==> src/rtl/core/sdh_pkg.sv <==
package sdh_pkg;

    localparam int FINGERS_DEF = 5;

    localparam int CFG_IDX_W = 3;

    localparam logic [CFG_IDX_W-1:0] REG_SEEK_DUTY     = 3'd0;
    localparam logic [CFG_IDX_W-1:0] REG_STALL_CURRENT = 3'd1;
    localparam logic [CFG_IDX_W-1:0] REG_TIMEOUT       = 3'd2;
    localparam logic [CFG_IDX_W-1:0] REG_BACKOFF_DUTY  = 3'd3;
    localparam logic [CFG_IDX_W-1:0] REG_BACKOFF_TIME  = 3'd4;
    localparam logic [CFG_IDX_W-1:0] REG_MAX_DUTY      = 3'd5;

    localparam logic [11:0] SEEK_DUTY_RST     = 12'd1024;
    localparam logic [15:0] STALL_CURRENT_RST = 16'd800;
    localparam logic [15:0] TIMEOUT_RST       = 16'd3000;
    localparam logic [11:0] BACKOFF_DUTY_RST  = 12'd512;
    localparam logic [15:0] BACKOFF_TIME_RST  = 16'd200;
    localparam logic [11:0] MAX_DUTY_RST      = 12'd4095;

    localparam logic [2:0] SC_IDLE     = 3'd0;
    localparam logic [2:0] SC_REQUEST  = 3'd1;
    localparam logic [2:0] SC_MOVING   = 3'd2;
    localparam logic [2:0] SC_AT_LIMIT = 3'd3;
    localparam logic [2:0] SC_COMPLETE = 3'd4;
    localparam logic [2:0] SC_FAULT    = 3'd5;

    typedef enum logic [5:0] {
        PH_IDLE     = 6'b000001,
        PH_REQUEST  = 6'b000010,
        PH_MOVING   = 6'b000100,
        PH_AT_LIMIT = 6'b001000,
        PH_COMPLETE = 6'b010000,
        PH_FAULT    = 6'b100000
    } phase_t;

    typedef struct packed {
        logic [11:0] seek_duty;
        logic [15:0] stall_ma;
        logic [15:0] timeout_ms;
        logic [11:0] backoff_duty;
        logic [15:0] backoff_ms;
        logic [11:0] max_duty;
    } cfg_t;

    typedef struct packed {
        logic        mode;
        logic [7:0]  delta_ms;
        logic        fault;
        logic [15:0] motor_ma;
        logic [11:0] reported_duty;
        logic [3:0]  query_channel;
    } item_t;

    typedef struct packed {
        logic [2:0]  state_code;
        logic [3:0]  finger_index;
        logic        duty_write;
        logic [11:0] duty_value;
        logic        stop_all;
        logic        save_pulse;
        logic        ready_res;
        logic [11:0] limit_value;
    } res_t;

    function automatic logic [2:0] phase_code(input phase_t ph);
        logic [2:0] code;
        case (ph)
            PH_IDLE:     code = SC_IDLE;
            PH_REQUEST:  code = SC_REQUEST;
            PH_MOVING:   code = SC_MOVING;
            PH_AT_LIMIT: code = SC_AT_LIMIT;
            PH_COMPLETE: code = SC_COMPLETE;
            PH_FAULT:    code = SC_FAULT;
            default:     code = SC_IDLE;
        endcase
        return code;
    endfunction

endpackage

==> src/rtl/core/sdh_cfg_regs.sv <==
module sdh_cfg_regs (
    input  logic                          clk,
    input  logic                          rst_n,
    input  logic                          cfg_valid,
    input  logic [sdh_pkg::CFG_IDX_W-1:0] cfg_index,
    input  logic [15:0]                   cfg_data,
    output sdh_pkg::cfg_t                 cfg
);
    import sdh_pkg::*;

    cfg_t cfg_reg;

    always_ff @(posedge clk or negedge rst_n)
    begin
        if (!rst_n)
        begin
            cfg_reg.seek_duty    <= SEEK_DUTY_RST;
            cfg_reg.stall_ma     <= STALL_CURRENT_RST;
            cfg_reg.timeout_ms   <= TIMEOUT_RST;
            cfg_reg.backoff_duty <= BACKOFF_DUTY_RST;
            cfg_reg.backoff_ms   <= BACKOFF_TIME_RST;
            cfg_reg.max_duty     <= MAX_DUTY_RST;
        end
        else if (cfg_valid)
        begin
            case (cfg_index)
                REG_SEEK_DUTY:     cfg_reg.seek_duty    <= cfg_data[11:0];
                REG_STALL_CURRENT: cfg_reg.stall_ma     <= cfg_data;
                REG_TIMEOUT:       cfg_reg.timeout_ms   <= cfg_data;
                REG_BACKOFF_DUTY:  cfg_reg.backoff_duty <= cfg_data[11:0];
                REG_BACKOFF_TIME:  cfg_reg.backoff_ms   <= cfg_data;
                REG_MAX_DUTY:      cfg_reg.max_duty     <= cfg_data[11:0];
                default:           ;
            endcase
        end
    end

    assign cfg = cfg_reg;

endmodule

==> src/rtl/core/sdh_step.sv <==
module sdh_step #(
    parameter int FINGERS = sdh_pkg::FINGERS_DEF
) (
    input  logic           clk,
    input  logic           rst_n,
    input  logic           advance,
    input  sdh_pkg::item_t item,
    input  sdh_pkg::cfg_t  cfg,
    output sdh_pkg::res_t  res
);
    import sdh_pkg::*;

    localparam int IDX_W = (FINGERS > 1) ? $clog2(FINGERS) : 1;
    localparam logic [4:0] FINGER_CNT = 5'(FINGERS);

    phase_t      phase_reg, phase_next;
    logic [3:0]  finger_reg, finger_next;
    logic [15:0] time_reg, time_next;
    logic [11:0] limit_store_reg [FINGERS];

    logic [16:0]      sum;
    logic [15:0]      elapsed;
    logic             wr_en;
    logic [11:0]      wr_val;
    logic             q_ok;
    logic [IDX_W-1:0] q_idx;
    logic [IDX_W-1:0] f_idx;
    logic             keep_finger;

    assign f_idx = finger_reg[IDX_W-1:0];
    assign q_idx = item.query_channel[IDX_W-1:0];
    assign q_ok  = {1'b0, item.query_channel} < FINGER_CNT;

    always_comb
    begin
        sum         = {1'b0, time_reg} + {9'b0, item.delta_ms};
        elapsed     = sum[16] ? 16'hFFFF : sum[15:0];
        phase_next  = phase_reg;
        finger_next = finger_reg;
        time_next   = elapsed;
        wr_en       = 1'b0;
        wr_val      = item.reported_duty;
        keep_finger = 1'b0;
        res         = '0;

        if (item.mode)
        begin
            finger_next = 4'd0;
            phase_next  = PH_REQUEST;
            time_next   = 16'd0;
        end
        else if (phase_reg inside {PH_REQUEST, PH_MOVING, PH_AT_LIMIT, PH_FAULT})
        begin
            if (item.fault)
            begin
                res.stop_all = 1'b1;
                phase_next   = PH_FAULT;
                time_next    = 16'd0;
            end
            else
            begin
                case (phase_reg)
                    PH_REQUEST:
                    begin
                        res.duty_write = 1'b1;
                        res.duty_value = cfg.seek_duty;
                        phase_next     = PH_MOVING;
                        time_next      = 16'd0;
                    end
                    PH_MOVING:
                    begin
                        if (item.motor_ma >= cfg.stall_ma)
                        begin
                            wr_en = 1'b1;
                        end
                        else if (elapsed > cfg.timeout_ms)
                        begin
                            wr_en  = 1'b1;
                            wr_val = cfg.max_duty;
                        end
                        if (wr_en)
                        begin
                            res.duty_write = 1'b1;
                            phase_next     = PH_AT_LIMIT;
                            time_next      = 16'd0;
                        end
                    end
                    PH_AT_LIMIT:
                    begin
                        res.duty_write = 1'b1;
                        res.duty_value = cfg.backoff_duty;
                        if (elapsed >= cfg.backoff_ms)
                        begin
                            res.duty_value = 12'd0;
                            time_next      = 16'd0;
                            if ({1'b0, finger_reg} + 5'd1 >= FINGER_CNT)
                            begin
                                res.save_pulse = 1'b1;
                                phase_next     = PH_COMPLETE;
                            end
                            else
                            begin
                                keep_finger = 1'b1;
                                finger_next = finger_reg + 4'd1;
                                phase_next  = PH_REQUEST;
                            end
                        end
                    end
                    default: ;
                endcase
            end
        end

        res.state_code   = phase_code(phase_next);
        res.finger_index = keep_finger ? finger_reg : finger_next;
        res.ready_res    = (phase_next == PH_COMPLETE);
        if (q_ok)
        begin
            res.limit_value = (wr_en && q_idx == f_idx) ? wr_val : limit_store_reg[q_idx];
        end
    end

    always_ff @(posedge clk or negedge rst_n)
    begin
        if (!rst_n)
        begin
            phase_reg  <= PH_IDLE;
            finger_reg <= 4'd0;
            time_reg   <= 16'd0;
            for (int i = 0; i < FINGERS; i++)
            begin
                limit_store_reg[i] <= MAX_DUTY_RST;
            end
        end
        else if (advance)
        begin
            phase_reg  <= phase_next;
            finger_reg <= finger_next;
            time_reg   <= time_next;
            if (wr_en)
            begin
                limit_store_reg[f_idx] <= wr_val;
            end
        end
    end

endmodule

==> src/rtl/core/stall_detect_homing_sequencer_unit.sv <==
// Path: an accepted item waits in the input register, and its result is registered into res_reg.
// Throughput: one item per cycle while the result side keeps up; a stalled result
// holds the next item in the input register and then stalls the input.
// The step itself is one compare-and-select pass on the phase registers.
// Reset (rst_n, asynchronous, active low) restores register defaults, the idle
// phase, finger zero, zero phase time and every stored limit at 4095.
module stall_detect_homing_sequencer_unit #(
    parameter int FINGERS = sdh_pkg::FINGERS_DEF
) (
    input  logic                          clk,
    input  logic                          rst_n,
    input  logic                          in_valid,
    output logic                          in_stall,
    input  logic                          mode,
    input  logic [7:0]                    delta_ms,
    input  logic                          fault,
    input  logic [15:0]                   motor_ma,
    input  logic [11:0]                   reported_duty,
    input  logic [3:0]                    query_channel,
    output logic                          out_valid,
    input  logic                          out_stall,
    output logic [2:0]                    state_code,
    output logic [3:0]                    finger_index,
    output logic                          duty_write,
    output logic [11:0]                   duty_value,
    output logic                          stop_all,
    output logic                          save_pulse,
    output logic                          ready_res,
    output logic [11:0]                   limit_value,
    input  logic                          cfg_valid,
    output logic                          cfg_ready,
    input  logic [sdh_pkg::CFG_IDX_W-1:0] cfg_index,
    input  logic [15:0]                   cfg_data
);
    import sdh_pkg::*;

    logic  in_valid_reg;
    item_t item_reg;
    logic  out_valid_reg;
    res_t  res_reg;
    res_t  res_next;
    cfg_t  cfg;
    logic  advance;
    logic  in_take;

    assign cfg_ready = 1'b1;
    assign advance   = in_valid_reg && (!out_valid_reg || !out_stall);
    assign in_stall  = in_valid_reg && !advance;
    assign in_take   = in_valid && !in_stall;

    sdh_cfg_regs u_cfg (
        .clk       (clk),
        .rst_n     (rst_n),
        .cfg_valid (cfg_valid),
        .cfg_index (cfg_index),
        .cfg_data  (cfg_data),
        .cfg       (cfg)
    );

    sdh_step #(
        .FINGERS (FINGERS)
    ) u_step (
        .clk     (clk),
        .rst_n   (rst_n),
        .advance (advance),
        .item    (item_reg),
        .cfg     (cfg),
        .res     (res_next)
    );

    always_ff @(posedge clk or negedge rst_n)
    begin
        if (!rst_n)
        begin
            in_valid_reg  <= 1'b0;
            out_valid_reg <= 1'b0;
        end
        else
        begin
            if (in_take)
            begin
                in_valid_reg <= 1'b1;
            end
            else if (advance)
            begin
                in_valid_reg <= 1'b0;
            end
            if (advance)
            begin
                out_valid_reg <= 1'b1;
            end
            else if (!out_stall)
            begin
                out_valid_reg <= 1'b0;
            end
        end
    end

    always_ff @(posedge clk)
    begin
        if (in_take)
        begin
            item_reg.mode          <= mode;
            item_reg.delta_ms      <= delta_ms;
            item_reg.fault         <= fault;
            item_reg.motor_ma      <= motor_ma;
            item_reg.reported_duty <= reported_duty;
            item_reg.query_channel <= query_channel;
        end
        if (advance)
        begin
            res_reg <= res_next;
        end
    end

    assign out_valid    = out_valid_reg;
    assign state_code   = res_reg.state_code;
    assign finger_index = res_reg.finger_index;
    assign duty_write   = res_reg.duty_write;
    assign duty_value   = res_reg.duty_value;
    assign stop_all     = res_reg.stop_all;
    assign save_pulse   = res_reg.save_pulse;
    assign ready_res    = res_reg.ready_res;
    assign limit_value  = res_reg.limit_value;

endmodule
==> config.mk <==
export PLATFORM = sky130hd
export DESIGN_NAME = stall_detect_homing_sequencer_unit
export DESIGN_NICKNAME = d
export VERILOG_FILES = /design/src/rtl/core/sdh_pkg.sv /design/src/rtl/core/sdh_cfg_regs.sv /design/src/rtl/core/sdh_step.sv /design/src/rtl/core/stall_detect_homing_sequencer_unit.sv
export SDC_FILE = /design/constraint.sdc
export NUM_CORES = 1
export LEC_CHECK = 0
export BUFFER_PORTS_ARGS = -buffer_cell sky130_fd_sc_hd__buf_2
export CAP_MARGIN = 40
export CORE_MARGIN = 2
export CORE_UTILIZATION = 60
export CTS_CLUSTER_SIZE = 30
export DETAILED_ROUTE_END_ITERATION = 8
export PLACE_DENSITY = 0.8
export SYNTH_ARGS = -nofsm -noshare
export SYNTH_HDL_FRONTEND = slang
export SYNTH_HIERARCHICAL = 1
export SYNTH_SLANG_ARGS = --single-unit
==> constraint.sdc <==
create_clock -name clk -period 5.3 [get_ports clk]
set_clock_uncertainty 0.2 [all_clocks]
set_input_delay 0.795 -clock clk [delete_from_list [all_inputs] [get_ports clk]]
set_output_delay 0.795 -clock clk [all_outputs]
set_load 0.01 [all_outputs]
Yosys cells after proc, flatten, opt, wreduce, memory -nomap -nowiden. Index checks and enable logic that the tools add are counted.

Memory bits (writable): 0. Memories: 0. Register bits: 249. Latch bits: 0. Memory bits (read-only): 0.

Divide/modulo/power cells: 0. Bitwise operators: 5. Add/subtract/negate cells: 3. Muxes and demuxes: 61. Shift operators: 0. Multiply operators: 0. Equal/unequal tests: 16. Order comparisons: 8. Reductions and logical operators: 24.

Operator list (number): $mux 12 (11); $mux 16 (6); $bwmux 60 (1); $pmux 16 s3 (1); $bmux 12 s3 (1); $demux 12 s3 (1); $ge 16x16->1 (2); $mux 6 (5); $mux 4 (7); $pmux 12 s2 (1); $mux 1 (23); $pmux 6 s3 (1); $add 16x8->17 (1); $gt 16x16->1 (1); $pmux 3 s5 (1); $reduce_and 2->1 (7); $eq 6x2->1 const B (2); $eq 6x3->1 const B (2); $eq 6x4->1 const B (2); $eq 6x6->1 const B (2); $ge 4x4->1 const B (2); $not 3->4 (2); $eq 3x2->1 const B (2); $eq 3x3->1 const B (2); other kinds (21) (31).

Depth between registers and ports, before layout. Gate-level depths: netlist of the first run.

Word-level depth: 16. Depth in mapped cells: 21. Depth with buffers taken out: 19.

Modules after synthesis. The synthesis of the first run kept the hierarchy.

Modules (own cells, without submodules): sdh_step (area an instance 6461.2 µm², times used 1, cells an instance 753); sdh_cfg_regs (area an instance 3210.6 µm², times used 1, cells an instance 183); stall_detect_homing_sequencer_unit (area an instance 2416.1 µm², times used 1, cells an instance 87).

Worst setup path before layout of the first run. No wires, ideal clock.

Path type: input -> register. From: in out_stall. To: reg u_step/limit_store_reg[2] in the netlist's numbering. Arrival time: 4565 ps. Buffers on the path: 2. Stages on the path: 6. Setup time: 79 ps. Setup slack: 456 ps. Required time: 5021 ps. Cell sequence: a21boi_0 -> nand3_1 -> or4_1 -> clkbuf_1 -> buf_2 -> o21ai_0.

Word-level cells in the longest chain between the ends: 4.

RTL lines: start, declared (line stall_detect_homing_sequencer_unit.sv:21) `input logic out_stall,`; $logic_not 1->1; $logic_or 1x1->1 (line stall_detect_homing_sequencer_unit.sv:47) `assign advance = in_valid_reg && (!out_valid_reg || !out_stall);`; $logic_and 1x1->1 (line stall_detect_homing_sequencer_unit.sv:47); $reduce_and 2->1 (no line); end signal, assigned by index (line sdh_step.sv:142) `limit_store_reg[f_idx] <= wr_val;`; end, declared (line sdh_step.sv:19) `logic [11:0] limit_store_reg [FINGERS];`.

No other way between the ends. A chain may end at the register's enable or synchronous reset.

==> report_table.html, run 1 <==
<table>
<tr><th>Metric</th><th>Value</th></tr>
<tr><th colspan="2">STA</th></tr>
<tr><td>Worst setup margin</td><td>0.279 ns</td></tr>
<tr><td>Minimum clock period after layout</td><td>5.02 ns</td></tr>
<tr><td>Hold Violations, Final</td><td>0</td></tr>
<tr><td>Maximum clock frequency</td><td>199 MHz</td></tr>
<tr><td>Worst slew slack as a fraction of its limit</td><td>45.4%</td></tr>
<tr><td>Setup violators final</td><td>0</td></tr>
<tr><td>Transition time of the tightest slew-check pin</td><td>0.819 ns</td></tr>
<tr><td>Ratio of final minimum period to clock period</td><td>94.7%</td></tr>
<tr><td>Pins Over Slew Limit</td><td>0</td></tr>
<tr><th colspan="2">Logic synthesis</th></tr>
<tr><td>Netlist cell types</td><td>69</td></tr>
<tr><td>Primary FF master, synth</td><td>sky130_fd_sc_hd__dfstp_2</td></tr>
<tr><td>Syn Std Cell Area</td><td>0.0121 mm²</td></tr>
<tr><td>EDFF count, synth</td><td>77</td></tr>
<tr><td>Library cell occupying the most area in the post-synthesis netlist</td><td>sky130_fd_sc_hd__dfstp_2</td></tr>
<tr><td>Area fraction of the dominant cell type after synthesis</td><td>19.1%</td></tr>
<tr><td>Post-synthesis sequential area ratio</td><td>55.6%</td></tr>
<tr><td>Leading cell types by total area after synthesis</td><td>sky130_fd_sc_hd__dfstp_2 (19%), sky130_fd_sc_hd__edfxtp_1 (19%), sky130_fd_sc_hd__dfrtp_1 (17%)</td></tr>
<tr><td>Average footprint of a synthesized cell</td><td>11.8 µm²</td></tr>
<tr><td>Number of warnings issued by yosys</td><td>6</td></tr>
<tr><td>Post-synthesis net count</td><td>1146</td></tr>
<tr><td>Post-Syn Instances</td><td>1023</td></tr>
<tr><td>Flop and latch count out of synthesis</td><td>249</td></tr>
<tr><td>Asr flop ratio synth</td><td>69.1%</td></tr>
<tr><th colspan="2">Global routing</th></tr>
<tr><td>Via count of the first global-routing pass</td><td>8443</td></tr>
<tr><td>Pin count of the biggest net entering global routing</td><td>89</td></tr>
<tr><td>First-pass GRT wire length</td><td>43.2 mm</td></tr>
<tr><td>Sum of overflow across all layers after global routing</td><td>0</td></tr>
<tr><td>GRT Total Usage</td><td>25.2%</td></tr>
<tr><td>Number of antenna violations at the first check in global routing</td><td>0</td></tr>
<tr><th colspan="2">Route</th></tr>
<tr><td>Routed Antenna Nets</td><td>0</td></tr>
<tr><td>Routed wire length per instance</td><td>18.6 µm</td></tr>
<tr><td>DRC viols</td><td>0</td></tr>
<tr><td>Overall via count from detail_route</td><td>8281</td></tr>
<tr><td>Final WL</td><td>26.5 mm</td></tr>
<tr><td>Iter 0 DRT Violations</td><td>522</td></tr>
<tr><td>Number of optimization iterations in the first detailed-route pass</td><td>7</td></tr>
<tr><td>Per-cell via count in the routed design</td><td>5.82</td></tr>
<tr><th colspan="2">Setup path</th></tr>
<tr><td>Critical-path maximum fanout</td><td>9</td></tr>
<tr><td>Setup CP Type</td><td>reg -&gt; reg</td></tr>
<tr><td>Required time of the critical path</td><td>5.45 ns</td></tr>
<tr><td>Setup crit end kind</td><td>register</td></tr>
<tr><td>Type of origin of the critical path</td><td>register</td></tr>
<tr><td>Arrival time of data at the critical path endpoint</td><td>5.17 ns</td></tr>
<tr><th colspan="2">Die</th></tr>
<tr><td>Initial core utilization</td><td>61.7%</td></tr>
<tr><td>Core ar.</td><td>0.0196 mm²</td></tr>
<tr><td>X dimension of the die</td><td>146 µm</td></tr>
<tr><td>I/O pin count</td><td>104</td></tr>
<tr><td>Std cell rows</td><td>51</td></tr>
<tr><td>Vertical extent of the die</td><td>146 µm</td></tr>
<tr><td>Area enclosed by the die boundary</td><td>0.0213 mm²</td></tr>
<tr><th colspan="2">CTS</th></tr>
<tr><td>CTS H-tree lvls</td><td>1</td></tr>
<tr><td>Post-CTS setup buffer count</td><td>0</td></tr>
<tr><td>Sink Count</td><td>249</td></tr>
<tr><td>Clock Path Buffers</td><td>3</td></tr>
<tr><td>Root buffer selected by CTS</td><td>sky130_fd_sc_hd__clkbuf_16</td></tr>
<tr><td>Clock insertion delay at the later pin of the skew report</td><td>0.53 ns</td></tr>
<tr><td>CTS Hold Bufs</td><td>0</td></tr>
<tr><td>CTS tree</td><td>done</td></tr>
<tr><td>Clock Pin Slew Worst Setup and Hold Paths</td><td>0.06 ns</td></tr>
<tr><td>Post-CTS Resized</td><td>0</td></tr>
<tr><td>TritonCTS Buffers</td><td>26</td></tr>
<tr><th colspan="2">Run status</th></tr>
<tr><td>Outcome</td><td>finished, final reports clean</td></tr>
<tr><th colspan="2">Place</th></tr>
<tr><td>Final HPWL DP</td><td>18.3 mm</td></tr>
<tr><td>Gpl congestion</td><td>0.954</td></tr>
<tr><td>Count of buffers inserted at the top-level ports</td><td>102</td></tr>
<tr><td>Post-Place Worst Slack</td><td>0.102 ns</td></tr>
<tr><td>Placed cells</td><td>1376</td></tr>
<tr><th colspan="2">Finish</th></tr>
<tr><td>Proportion of layout cells with a drive suffix above 1</td><td>31.0%</td></tr>
<tr><td>Final layout net count</td><td>1262</td></tr>
<tr><td>Fillers</td><td>1331</td></tr>
<tr><td>Area growth from synthesis to layout</td><td>15.6%</td></tr>
<tr><td>Layout Cells excl Fill</td><td>1424</td></tr>
<tr><td>Number of flip-flops under the largest register name</td><td>84</td></tr>
<tr><td>Inserted Diodes</td><td>0</td></tr>
<tr><th colspan="2">Pwr</th></tr>
<tr><td>Leak pwr</td><td>5.87 nW</td></tr>
<tr><td>Power density relative to cell area</td><td>406 mW/mm²</td></tr>
<tr><td>Peak supply drop</td><td>0.303 mV</td></tr>
<tr><th colspan="2">Flow run</th></tr>
<tr><td>Maximum capacitance violations</td><td>0</td></tr>
<tr><th colspan="2">Hold path</th></tr>
<tr><td>Hold crit path type</td><td>in -&gt; async</td></tr>
</table>
-- report_power, final --
part	internal (mW)	switching (mW)	leakage [nW]
sequential	2.30	0.160	2.71
combinational	0.601	0.817	2.76
clock	1.06	0.735	0.404
total	3.96	1.71	5.87
-- placed cells by master, fill, tap and decap left out, types with 6 or more instances in the layout --
cell type	netlist	layout
sky130_fd_sc_hd__mux2i_1	18	11
sky130_fd_sc_hd__buf_2	11	101
sky130_fd_sc_hd__mux2_2	57	57
sky130_fd_sc_hd__buf_4	2	21
sky130_fd_sc_hd__mux4_2	12	12
sky130_fd_sc_hd__mux2i_2	1	7
sky130_fd_sc_hd__xor2_1	6	6
sky130_fd_sc_hd__nand4_1	11	11
sky130_fd_sc_hd__nand2_1	88	88
sky130_fd_sc_hd__nand3_1	16	16
sky130_fd_sc_hd__a22oi_1	23	23
sky130_fd_sc_hd__inv_1	92	92
sky130_fd_sc_hd__dfstp_2	88	88
sky130_fd_sc_hd__a21o_1	7	7
sky130_fd_sc_hd__a21oi_1	23	23
sky130_fd_sc_hd__edfxtp_1	77	77
sky130_fd_sc_hd__a211oi_1	18	17
sky130_fd_sc_hd__o21ai_0	79	78
sky130_fd_sc_hd__mux2_1	31	31
sky130_fd_sc_hd__nor2_1	54	53
sky130_fd_sc_hd__and2_1	9	8
sky130_fd_sc_hd__clkbuf_1	24	9
sky130_fd_sc_hd__o22ai_1	17	17
sky130_fd_sc_hd__o21ai_1	11	12
sky130_fd_sc_hd__nor2b_1	16	16
sky130_fd_sc_hd__dfrtp_1	84	84
sky130_fd_sc_hd__nor3_1	11	8
sky130_fd_sc_hd__ha_1	56	56
sky130_fd_sc_hd__xnor2_1	6	6
sky130_fd_sc_hd__clkbuf_16	0	28
-- critical path: stages, from the launching register on --
cell,delay (ns)
sky130_fd_sc_hd__dfrtp_1,0.41
sky130_fd_sc_hd__ha_1,0.22
sky130_fd_sc_hd__fa_1,0.40
sky130_fd_sc_hd__a21oi_1,0.24
sky130_fd_sc_hd__nor2_1,0.11
sky130_fd_sc_hd__buf_4,0.16
sky130_fd_sc_hd__nor2_1,0.14
sky130_fd_sc_hd__nand2_1,0.09
sky130_fd_sc_hd__and2_1,0.23
sky130_fd_sc_hd__nor2_1,0.19
sky130_fd_sc_hd__inv_1,0.11
sky130_fd_sc_hd__ha_1,0.33
sky130_fd_sc_hd__a21oi_1,0.15
sky130_fd_sc_hd__a21oi_1,0.08
sky130_fd_sc_hd__o311a_1,0.34
sky130_fd_sc_hd__a211oi_2,0.31
sky130_fd_sc_hd__buf_4,0.22
sky130_fd_sc_hd__o21bai_4,0.13
sky130_fd_sc_hd__a211oi_4,0.36
sky130_fd_sc_hd__a21oi_1,0.16
sky130_fd_sc_hd__nor4b_2,0.27
-- path summary, 6_finish.rpt --
path	from	end	slack [ns]	cells after the start
max	u_step/time_reg[0]$_DFFE_PN0P_	state_code[2]$_DFFE_PP_	0.28	20
min reg2reg	u_step/limit_store_reg[6]$_DFFE_PN1P_	u_step/limit_store_reg[6]$_DFFE_PN1P_	0.26	2
min	rst_n	in_valid_reg$_DFFE_PN0P_	0.13	1
max reg2reg	u_step/time_reg[0]$_DFFE_PN0P_	state_code[2]$_DFFE_PP_	0.28	20
min in group clk	query_channel[1]	item_reg[1]$_DFFE_PP_	0.24	1
max in group asynchronous	rst_n	u_cfg/cfg[1]$_DFFE_PN1P_	3.67	2
-- kinds of logic (layout without fill, tap and decap cells) --
family | after synthesis | in the layout | synth area share (%)
flops | 249 | 249 | 55.6
simple gates | 239 | 239 | 9.68
compound gates | 212 | 212 | 11.2
buf+inv | 134 | 270 | 4.59
mux | 119 | 119 | 12.0
fa+ha+maj | 57 | 57 | 5.96
xor+xnor | 12 | 12 | 0.869
other cells | 1 | 1 | 0.0310
-- area by class of cell --
class | instances | area (µm²) | area share (%)
clock buffer | 40 | 776 | 5.55
clock inverter | 8 | 75.1 | 0.537
inverter | 92 | 345 | 2.47
multi-input combinational | 640 | 4940 | 35.4
sequential | 249 | 6730 | 48.1
tap | 265 | 332 | 2.37
timing repair buffer | 130 | 778 | 5.57
-- Yosys cell counts, types with 3 or more instances --
library cell / n
sky130_fd_sc_hd__a211oi_1: 18
sky130_fd_sc_hd__a21boi_0: 4
sky130_fd_sc_hd__a21o_1: 7
sky130_fd_sc_hd__a21oi_1: 23
sky130_fd_sc_hd__a22oi_1: 23
sky130_fd_sc_hd__a31o_2: 3
sky130_fd_sc_hd__and2_1: 9
sky130_fd_sc_hd__buf_2: 11
sky130_fd_sc_hd__buf_6: 4
sky130_fd_sc_hd__clkbuf_1: 24
sky130_fd_sc_hd__dfrtp_1: 84
sky130_fd_sc_hd__dfstp_2: 88
sky130_fd_sc_hd__edfxtp_1: 77
sky130_fd_sc_hd__ha_1: 56
sky130_fd_sc_hd__inv_1: 92
sky130_fd_sc_hd__mux2_1: 31
sky130_fd_sc_hd__mux2_2: 57
sky130_fd_sc_hd__mux2i_1: 18
sky130_fd_sc_hd__mux4_2: 12
sky130_fd_sc_hd__nand2_1: 88
sky130_fd_sc_hd__nand2b_1: 5
sky130_fd_sc_hd__nand3_1: 16
sky130_fd_sc_hd__nand4_1: 11
sky130_fd_sc_hd__nor2_1: 54
sky130_fd_sc_hd__nor2b_1: 16
sky130_fd_sc_hd__nor3_1: 11
sky130_fd_sc_hd__nor4_1: 4
sky130_fd_sc_hd__nor4b_1: 3
sky130_fd_sc_hd__nor4bb_1: 3
sky130_fd_sc_hd__o2111ai_1: 3
sky130_fd_sc_hd__o211ai_1: 4
sky130_fd_sc_hd__o21a_1: 3
sky130_fd_sc_hd__o21ai_0: 79
sky130_fd_sc_hd__o21ai_1: 11
sky130_fd_sc_hd__o22ai_1: 17
sky130_fd_sc_hd__or3_1: 3
sky130_fd_sc_hd__xnor2_1: 6
sky130_fd_sc_hd__xor2_1: 6
-- through the flow --
stage	instance area [µm²]	setup TNS [ns]	hold slack, ns	power [mW]	util (%)
floorplan	12100	0	0.245	3.42	-
global placement	13000	0	0.251	3.81	66.2
detailed placement	13100	0	0.258	3.86	66.6
CTS	13900	0	0.162	5.66	71.0
global route	14000	-0.0354	0.187	5.98	71.3
finish	14000	0	0.134	5.67	71.3
-- per-layer routing --
layer / global-route usage (%) / vias to the layer above / share of wire, %
met5: 0 / - / 0
met4: 7.50 / 0 / 2.2
met3: 4.83 / 46 / 5.7
met2: 42.1 / 258 / 49
met1: 33.9 / 4062 / 43
li1: - / 3915 / -
Power figures use the tool's default switching activity.
==> run 2: changes to the inputs <==
--- a/config.mk
+++ b/config.mk
@@ -7,11 +7,13 @@
 export LEC_CHECK = 0
 export BUFFER_PORTS_ARGS = -buffer_cell sky130_fd_sc_hd__buf_2
 export CAP_MARGIN = 40
+export CELL_PAD_IN_SITES_DETAIL_PLACEMENT = 0
+export CELL_PAD_IN_SITES_GLOBAL_PLACEMENT = 2
 export CORE_MARGIN = 2
-export CORE_UTILIZATION = 60
+export CORE_UTILIZATION = 41
 export CTS_CLUSTER_SIZE = 30
 export DETAILED_ROUTE_END_ITERATION = 8
-export PLACE_DENSITY = 0.8
+export PLACE_DENSITY_LB_ADDON = 0.1
 export SYNTH_ARGS = -nofsm -noshare
 export SYNTH_HDL_FRONTEND = slang
 export SYNTH_HIERARCHICAL = 1
==> report_table.html, run 2 (synthesized netlist as in run 1, its figures left out) <==
<table>
<tr><th>Metric</th><th>Value</th></tr>
<tr><th colspan="2">Die</th></tr>
<tr><td>Std cell rows</td><td>62</td></tr>
<tr><td>Initial core utilization</td><td>41.9%</td></tr>
<tr><td>Area enclosed by the die boundary</td><td>0.0309 mm²</td></tr>
<tr><td>I/O pin count</td><td>104</td></tr>
<tr><td>Core ar.</td><td>0.0289 mm²</td></tr>
<tr><td>Vertical extent of the die</td><td>176 µm</td></tr>
<tr><td>X dimension of the die</td><td>176 µm</td></tr>
<tr><th colspan="2">Place</th></tr>
<tr><td>Gpl congestion</td><td>0.802</td></tr>
<tr><td>Post-Place Worst Slack</td><td>-0.0397 ns</td></tr>
<tr><td>Placement-stage cell area</td><td>0.0135 mm²</td></tr>
<tr><td>Count of buffers inserted at the top-level ports</td><td>102</td></tr>
<tr><td>Final HPWL DP</td><td>20.5 mm</td></tr>
<tr><td>Placed cells</td><td>1535</td></tr>
<tr><th colspan="2">Finish</th></tr>
<tr><td>Final layout net count</td><td>1309</td></tr>
<tr><td>Most used cells in the layout excluding fill and tap cells</td><td>sky130_fd_sc_hd__buf_2 (101), sky130_fd_sc_hd__inv_1 (92), sky130_fd_sc_hd__dfstp_2 (88), sky130_fd_sc_hd__nand2_1 (88), sky130_fd_sc_hd__dfrtp_1 (84)</td></tr>
<tr><td>Layout Cells excl Fill</td><td>1592</td></tr>
<tr><td>Most common cell after layout, fill and taps aside</td><td>sky130_fd_sc_hd__buf_2</td></tr>
<tr><td>Inserted Diodes</td><td>0</td></tr>
<tr><td>End-of-flow core utilization</td><td>50.4%</td></tr>
<tr><td>Area of all placed cells without fillers</td><td>0.0145 mm²</td></tr>
<tr><td>Area growth from synthesis to layout</td><td>20.2%</td></tr>
<tr><td>Number of flip-flops under the largest register name</td><td>84</td></tr>
<tr><td>Fillers</td><td>2719</td></tr>
<tr><td>Proportion of layout cells with a drive suffix above 1</td><td>33.9%</td></tr>
<tr><th colspan="2">Setup path</th></tr>
<tr><td>Critical-path maximum fanout</td><td>6</td></tr>
<tr><td>Setup crit end kind</td><td>register</td></tr>
<tr><td>Slowest cell on the critical path</td><td>sky130_fd_sc_hd__nor3_1</td></tr>
<tr><td>Reg-to-reg critical path startpoint</td><td>item_reg[33]$_DFFE_PP_</td></tr>
<tr><td>Required time of the critical path</td><td>5.46 ns</td></tr>
<tr><td>Max incr delay on CP</td><td>0.51 ns</td></tr>
<tr><td>Ordered cell list for the critical path</td><td>ha_1 -&gt; fa_1 -&gt; a21oi_1 -&gt; nor2_1 -&gt; o21ai_0 -&gt; nand2b_1 -&gt; a21o_1 -&gt; nand3_1 -&gt; mux2i_1 -&gt; inv_1 -&gt; buf_4 -&gt; ha_1 -&gt; nand4_1 -&gt; o21ai_0 -&gt; o22a_1 -&gt; a21o_1 -&gt; nor3_1 -&gt; a211oi_4 -&gt; or3_1 -&gt; a211oi_1</td></tr>
<tr><td>Setup CP Type</td><td>reg -&gt; reg</td></tr>
<tr><td>Type of origin of the critical path</td><td>register</td></tr>
<tr><td>Capture instance of the worst register-to-register path</td><td>state_code[1]$_DFFE_PP_</td></tr>
<tr><td>R2R Setup Slk</td><td>0.27 ns</td></tr>
<tr><td>Reg2reg path depth</td><td>20</td></tr>
<tr><td>Arrival time of data at the critical path endpoint</td><td>5.20 ns</td></tr>
<tr><th colspan="2">CTS</th></tr>
<tr><td>Clock insertion delay at the later pin of the skew report</td><td>0.54 ns</td></tr>
<tr><td>Clock Path Buffers</td><td>3</td></tr>
<tr><td>Root buffer selected by CTS</td><td>sky130_fd_sc_hd__clkbuf_16</td></tr>
<tr><td>Clock Pin Slew Worst Setup and Hold Paths</td><td>0.06 ns</td></tr>
<tr><td>TritonCTS Buffers</td><td>28</td></tr>
<tr><td>CTS tree</td><td>done</td></tr>
<tr><td>CTS Hold Bufs</td><td>0</td></tr>
<tr><td>CTS H-tree lvls</td><td>1</td></tr>
<tr><td>Sink Count</td><td>249</td></tr>
<tr><th colspan="2">Route</th></tr>
<tr><td>Iter 0 DRT Violations</td><td>426</td></tr>
<tr><td>Final WL</td><td>29.2 mm</td></tr>
<tr><td>Per-cell via count in the routed design</td><td>5.10</td></tr>
<tr><td>Overall via count from detail_route</td><td>8116</td></tr>
<tr><td>DRC viols</td><td>0</td></tr>
<tr><td>Routed wire length per instance</td><td>18.4 µm</td></tr>
<tr><td>Routed Antenna Nets</td><td>0</td></tr>
<tr><td>Number of optimization iterations in the first detailed-route pass</td><td>4</td></tr>
<tr><th colspan="2">STA</th></tr>
<tr><td>Ratio of final minimum period to clock period</td><td>95.0%</td></tr>
<tr><td>Setup violators final</td><td>0</td></tr>
<tr><td>Worst slew slack as a fraction of its limit</td><td>39.9%</td></tr>
<tr><td>Hold Violations, Final</td><td>0</td></tr>
<tr><td>Maximum clock frequency</td><td>199 MHz</td></tr>
<tr><td>RSZ-0062 raised after global routing</td><td>true</td></tr>
<tr><td>Transition time of the tightest slew-check pin</td><td>0.898 ns</td></tr>
<tr><td>Minimum clock period after layout</td><td>5.03 ns</td></tr>
<tr><td>Pins Over Slew Limit</td><td>0</td></tr>
<tr><td>Worst setup margin</td><td>0.267 ns</td></tr>
<tr><th colspan="2">Global routing</th></tr>
<tr><td>Via count of the first global-routing pass</td><td>8295</td></tr>
<tr><td>Sum of overflow across all layers after global routing</td><td>0</td></tr>
<tr><td>First-pass GRT wire length</td><td>47.0 mm</td></tr>
<tr><td>GRT Total Usage</td><td>19.4%</td></tr>
<tr><td>Number of antenna violations at the first check in global routing</td><td>0</td></tr>
<tr><td>Pin count of the biggest net entering global routing</td><td>77</td></tr>
<tr><th colspan="2">Flow run</th></tr>
<tr><td>Maximum capacitance violations</td><td>0</td></tr>
<tr><th colspan="2">Pwr</th></tr>
<tr><td>Leak pwr</td><td>6.14 nW</td></tr>
<tr><td>Peak supply drop</td><td>0.263 mV</td></tr>
<tr><td>Power density relative to cell area</td><td>405 mW/mm²</td></tr>
<tr><th colspan="2">Hold path</th></tr>
<tr><td>Hold crit path type</td><td>in -&gt; async</td></tr>
<tr><th colspan="2">Run status</th></tr>
<tr><td>Outcome</td><td>finished, final reports clean</td></tr>
</table>
-- run 2: cell count changes in the layout (fill, tap and decap cells not counted), moves of 2 or more --
cell	change
sky130_fd_sc_hd__buf_8	-2
sky130_fd_sc_hd__clkbuf_8	-2
sky130_fd_sc_hd__mux2i_2	-5
sky130_fd_sc_hd__clkbuf_1	-7
sky130_fd_sc_hd__buf_4	+45
sky130_fd_sc_hd__clkinv_2	+9
sky130_fd_sc_hd__mux2i_1	+6
-- run 2: stage by stage --
stage	hold slack [ns]	TNS, ns	power (mW)
floorplan	0.245	0	3.42
global placement	0.251	-0.700	4.02
detailed placement	0.257	-0.0550	4.03
CTS	0.128	0	5.96
global route	0.169	-0.0470	6.28
finish	0.120	0	5.89
-- run 2: report_power, final --
part / leakage (nW) / total, mW / switching, mW / internal (mW)
Sequential: 2.71 / 2.45 / 0.151 / 2.30
Clock: 0.448 / 1.89 / 0.785 / 1.11
Combinational: 2.98 / 1.55 / 0.842 / 0.704
Total: 6.14 / 5.89 / 1.78 / 4.11
-- run 2: critical path, delay by kind of cell, from the launching register on --
kind | cells | cell delay, ns
adders and majority gates | 3 | 0.90
AOI/OAI and AO/OA | 8 | 1.53
DFF | 1 | 0.36
buffers and inverters | 2 | 0.23
and+or+nand+nor | 6 | 1.35
muxes | 1 | 0.28
-- run 2: worst max-delay path by stage --
stage | end | slack, ns | startpoint
2_1_floorplan | u_step/limit_store_reg[2]$_DFFE_PN1P_ | 0.46 | out_stall
3_3_place_gp | limit_value[9]$_DFFE_PP_ | -0.17 | item_reg[33]$_DFFE_PP_
3_5_place_dp | limit_value[9]$_DFFE_PP_ | -0.04 | item_reg[33]$_DFFE_PP_
4_1_cts | limit_value[9]$_DFFE_PP_ | 0.03 | item_reg[33]$_DFFE_PP_
5_1_grt | state_code[0]$_DFFE_PP_ | -0.03 | u_step/time_reg[0]$_DFFE_PN0P_
6_report | state_code[1]$_DFFE_PP_ | 0.27 | item_reg[33]$_DFFE_PP_
-- run 2: area by class of cell --
class | count | area [µm²] | share of cell area, %
clock inverters | 20 | 163 | 1.12
flip-flops and latches | 249 | 6730 | 46.3
inverters | 92 | 345 | 2.38
well taps | 384 | 480 | 3.31
multi-input cells | 640 | 4930 | 34.0
clock buffers | 32 | 747 | 5.14
repair buffers | 175 | 1130 | 7.80
-- run 2: layer usage --
metal  global-route usage (%)  up-vias  wire length, µm
met3                     2.58       35              949
met5                        0        -                0
li1                         -     3999                -
met4                     3.72        0              498
met1                     26.6     3973            13600
met2                     33.3      109            14200
-- run 2: repair_timing --
item | CTS | global route
setup endpoints to repair | 2 | 46
gates cloned | 0 | 0
gates resized for setup | 2 | 9
endpoints found under the hold margin | 0 | 0
pin swaps | 0 | 1
setup buffers | 0 | 5
==> run 3: changes to the inputs <==
--- a/config.mk
+++ b/config.mk
@@ -13,7 +13,7 @@
 export CORE_UTILIZATION = 41
 export CTS_CLUSTER_SIZE = 30
 export DETAILED_ROUTE_END_ITERATION = 8
-export PLACE_DENSITY_LB_ADDON = 0.1
+export PLACE_DENSITY = 0.9
 export SYNTH_ARGS = -nofsm -noshare
 export SYNTH_HDL_FRONTEND = slang
 export SYNTH_HIERARCHICAL = 1
==> report_table.html, run 3 (synthesized netlist as in run 1, its figures left out) <==
<table>
<tr><th>Metric</th><th>Value</th></tr>
<tr><th colspan="2">Route</th></tr>
<tr><td>Routed Antenna Nets</td><td>0</td></tr>
<tr><td>Routed wire length per instance</td><td>18.0 µm</td></tr>
<tr><td>Iter 0 DRT Violations</td><td>423</td></tr>
<tr><td>Number of optimization iterations in the first detailed-route pass</td><td>4</td></tr>
<tr><td>Final WL</td><td>27.9 mm</td></tr>
<tr><td>Overall via count from detail_route</td><td>8054</td></tr>
<tr><td>Per-cell via count in the routed design</td><td>5.19</td></tr>
<tr><td>DRC viols</td><td>0</td></tr>
<tr><th colspan="2">Global routing</th></tr>
<tr><td>Pin count of the biggest net entering global routing</td><td>90</td></tr>
<tr><td>Sum of overflow across all layers after global routing</td><td>0</td></tr>
<tr><td>GRT Total Usage</td><td>18.1%</td></tr>
<tr><td>Number of antenna violations at the first check in global routing</td><td>0</td></tr>
<tr><td>First-pass GRT wire length</td><td>44.2 mm</td></tr>
<tr><td>Via count of the first global-routing pass</td><td>8109</td></tr>
<tr><th colspan="2">Finish</th></tr>
<tr><td>Final layout net count</td><td>1268</td></tr>
<tr><td>Most common cell after layout, fill and taps aside</td><td>sky130_fd_sc_hd__buf_2</td></tr>
<tr><td>Most used cells in the layout excluding fill and tap cells</td><td>sky130_fd_sc_hd__buf_2 (102), sky130_fd_sc_hd__inv_1 (92), sky130_fd_sc_hd__dfstp_2 (88), sky130_fd_sc_hd__nand2_1 (88), sky130_fd_sc_hd__dfrtp_1 (84)</td></tr>
<tr><td>Number of flip-flops under the largest register name</td><td>84</td></tr>
<tr><td>Proportion of layout cells with a drive suffix above 1</td><td>31.6%</td></tr>
<tr><td>Fillers</td><td>2638</td></tr>
<tr><td>Area growth from synthesis to layout</td><td>18.4%</td></tr>
<tr><td>Inserted Diodes</td><td>0</td></tr>
<tr><td>Layout Cells excl Fill</td><td>1551</td></tr>
<tr><th colspan="2">Setup path</th></tr>
<tr><td>Setup crit end kind</td><td>register</td></tr>
<tr><td>Required time of the critical path</td><td>5.36 ns</td></tr>
<tr><td>Setup CP Type</td><td>reg -&gt; reg</td></tr>
<tr><td>Arrival time of data at the critical path endpoint</td><td>5.06 ns</td></tr>
<tr><td>Max incr delay on CP</td><td>0.42 ns</td></tr>
<tr><td>Ordered cell list for the critical path</td><td>ha_1 -&gt; fa_1 -&gt; a21oi_1 -&gt; nor2_1 -&gt; o21ai_0 -&gt; nand2b_1 -&gt; a21o_1 -&gt; or2_2 -&gt; mux2i_1 -&gt; inv_1 -&gt; ha_1 -&gt; nand3_1 -&gt; nor3_2 -&gt; a31o_2 -&gt; a211oi_1 -&gt; buf_2 -&gt; nor4_4 -&gt; buf_12 -&gt; mux2i_2 -&gt; nor2b_1 -&gt; a211oi_1</td></tr>
<tr><td>Critical-path maximum fanout</td><td>6</td></tr>
<tr><td>Slowest cell on the critical path</td><td>sky130_fd_sc_hd__fa_1</td></tr>
<tr><td>Type of origin of the critical path</td><td>register</td></tr>
<tr><th colspan="2">STA</th></tr>
<tr><td>Minimum clock period after layout</td><td>5.00 ns</td></tr>
<tr><td>Setup violators final</td><td>0</td></tr>
<tr><td>Worst hold slack across all endpoints</td><td>0.226 ns</td></tr>
<tr><td>Final total negative setup slack</td><td>0 ns</td></tr>
<tr><td>Pins Over Slew Limit</td><td>0</td></tr>
<tr><td>Ratio of final minimum period to clock period</td><td>94.4%</td></tr>
<tr><td>Hold Violations, Final</td><td>0</td></tr>
<tr><td>Transition time of the tightest slew-check pin</td><td>0.819 ns</td></tr>
<tr><td>Maximum clock frequency</td><td>200 MHz</td></tr>
<tr><td>Worst slew slack as a fraction of its limit</td><td>45.4%</td></tr>
<tr><td>Worst setup margin</td><td>0.298 ns</td></tr>
<tr><th colspan="2">Place</th></tr>
<tr><td>Gpl congestion</td><td>0.822</td></tr>
<tr><td>Post-Place Worst Slack</td><td>0.114 ns</td></tr>
<tr><td>Count of buffers inserted at the top-level ports</td><td>102</td></tr>
<tr><td>Final HPWL DP</td><td>19.4 mm</td></tr>
<tr><td>Placed cells</td><td>1497</td></tr>
<tr><th colspan="2">Die</th></tr>
<tr><td>Initial core utilization</td><td>41.9%</td></tr>
<tr><td>I/O pin count</td><td>104</td></tr>
<tr><td>Std cell rows</td><td>62</td></tr>
<tr><td>X dimension of the die</td><td>176 µm</td></tr>
<tr><td>Vertical extent of the die</td><td>176 µm</td></tr>
<tr><td>Area enclosed by the die boundary</td><td>0.0309 mm²</td></tr>
<tr><td>Core ar.</td><td>0.0289 mm²</td></tr>
<tr><th colspan="2">Pwr</th></tr>
<tr><td>Sequential power share</td><td>42.6%</td></tr>
<tr><td>Internal power of the cells</td><td>4.05 mW</td></tr>
<tr><td>Proportion of total power due to net switching</td><td>29.9%</td></tr>
<tr><td>Leak pwr</td><td>5.95 nW</td></tr>
<tr><td>Power density relative to cell area</td><td>404 mW/mm²</td></tr>
<tr><td>Peak supply drop</td><td>0.294 mV</td></tr>
<tr><td>Switching pwr</td><td>1.73 mW</td></tr>
<tr><td>Proportion of power drawn by the clock network</td><td>32.9%</td></tr>
<tr><td>Post-layout total power</td><td>5.78 mW</td></tr>
<tr><td>Logic pwr share</td><td>24.5%</td></tr>
<tr><th colspan="2">CTS</th></tr>
<tr><td>TritonCTS Buffers</td><td>28</td></tr>
<tr><td>CTS tree</td><td>done</td></tr>
<tr><td>CTS H-tree lvls</td><td>1</td></tr>
<tr><td>Clock insertion delay at the later pin of the skew report</td><td>0.54 ns</td></tr>
<tr><td>Sink Count</td><td>249</td></tr>
<tr><td>Clock Path Buffers</td><td>3</td></tr>
<tr><td>Root buffer selected by CTS</td><td>sky130_fd_sc_hd__clkbuf_16</td></tr>
<tr><td>Clock Pin Slew Worst Setup and Hold Paths</td><td>0.06 ns</td></tr>
<tr><th colspan="2">Run status</th></tr>
<tr><td>Outcome</td><td>finished, final reports clean</td></tr>
<tr><th colspan="2">Hold path</th></tr>
<tr><td>Hold crit path type</td><td>in -&gt; reg</td></tr>
<tr><th colspan="2">Flow run</th></tr>
<tr><td>Maximum capacitance violations</td><td>0</td></tr>
</table>
[run 3: cell types whose count changed in the layout (fill, tap and decap cells not counted), moves of 3 or more]
cell,before,now
sky130_fd_sc_hd__clkinv_2,12,6
sky130_fd_sc_hd__mux2i_2,2,5
sky130_fd_sc_hd__clkbuf_8,1,5
sky130_fd_sc_hd__mux2i_1,17,8
sky130_fd_sc_hd__clkinvlp_4,4,1
sky130_fd_sc_hd__mux2i_4,0,6
sky130_fd_sc_hd__buf_4,66,22
sky130_fd_sc_hd__clkbuf_1,2,7
[run 3: worst paths after layout]
kind                                                       start  cells after the start  slack, ns                                      to
setup / recovery                          item_reg[33]$_DFFE_PP_                     21       0.30                limit_value[2]$_DFFE_PP_
hold / removal                                       delta_ms[6]                      1       0.23                  item_reg[39]$_DFFE_PP_
setup reg to reg                          item_reg[33]$_DFFE_PP_                     21       0.30                limit_value[2]$_DFFE_PP_
hold reg to reg            u_step/limit_store_reg[6]$_DFFE_PN1P_                      2       0.26   u_step/limit_store_reg[6]$_DFFE_PN1P_
max in group asynchronous                                  rst_n                      4       3.37  u_step/limit_store_reg[58]$_DFFE_PN1P_
min in group asynchronous                                  rst_n                      2       0.42                   out_valid$_DFFE_PN0P_
[run 3: final cells by class]
| type | instances | area [µm²] | area share, % |
|---|---|---|---|
| well taps | 384 | 480 | 3.36 |
| multi-input cells | 640 | 4990 | 34.9 |
| flip-flops and latches | 249 | 6730 | 47.0 |
| repair buffers | 134 | 847 | 5.92 |
| inverters | 92 | 345 | 2.41 |
| clock buffers | 42 | 846 | 5.91 |
| clock inverters | 10 | 75.1 | 0.525 |
[run 3: per-layer routing]
| layer | global-route usage, % | wire length, µm |
|---|---|---|
| met2 | 30.6 | 13600 |
| met4 | 4.65 | 540 |
| met1 | 24.8 | 12600 |
| met5 | 0 | 0 |
| met3 | 2.21 | 1140 |
[run 3: metrics by stage]
step	util (%)	cell area, µm²
after floorplan	-	12100
after global placement	45.5	13100
after detailed placement	45.9	13200
after CTS	49.1	14200
after global routing	49.6	14300
final	49.6	14300
[run 3: timing repair]
action / 4_1_cts / 5_1_grt
setup endpoints to repair: 0 / 26
hold buffers: 1 / 0
gates resized for setup: 0 / 21
hold endpoints to repair: 6 / 0
buffers inserted: 0 / 0
[run 3: power by group through the flow]
stage	clock network, mW	registers [mW]	logic (mW)
after floorplan	0	2.45	0.974
after global placement	0	2.48	1.38
after detailed placement	0	2.49	1.41
after CTS	1.96	2.45	1.42
after global routing	2.03	2.50	1.58
final	1.90	2.46	1.42
[run 3: worst max-delay path, delay by kind of cell, from the launching register on]
kind	cells	cell delay, ns
AO/OA/AOI/OAI	6	0.90
AND/OR/NAND/NOR	7	1.26
buffers and inverters	3	0.49
multiplexers	2	0.55
flip-flops	1	0.37
adder cells (fa/ha/maj)	3	0.96
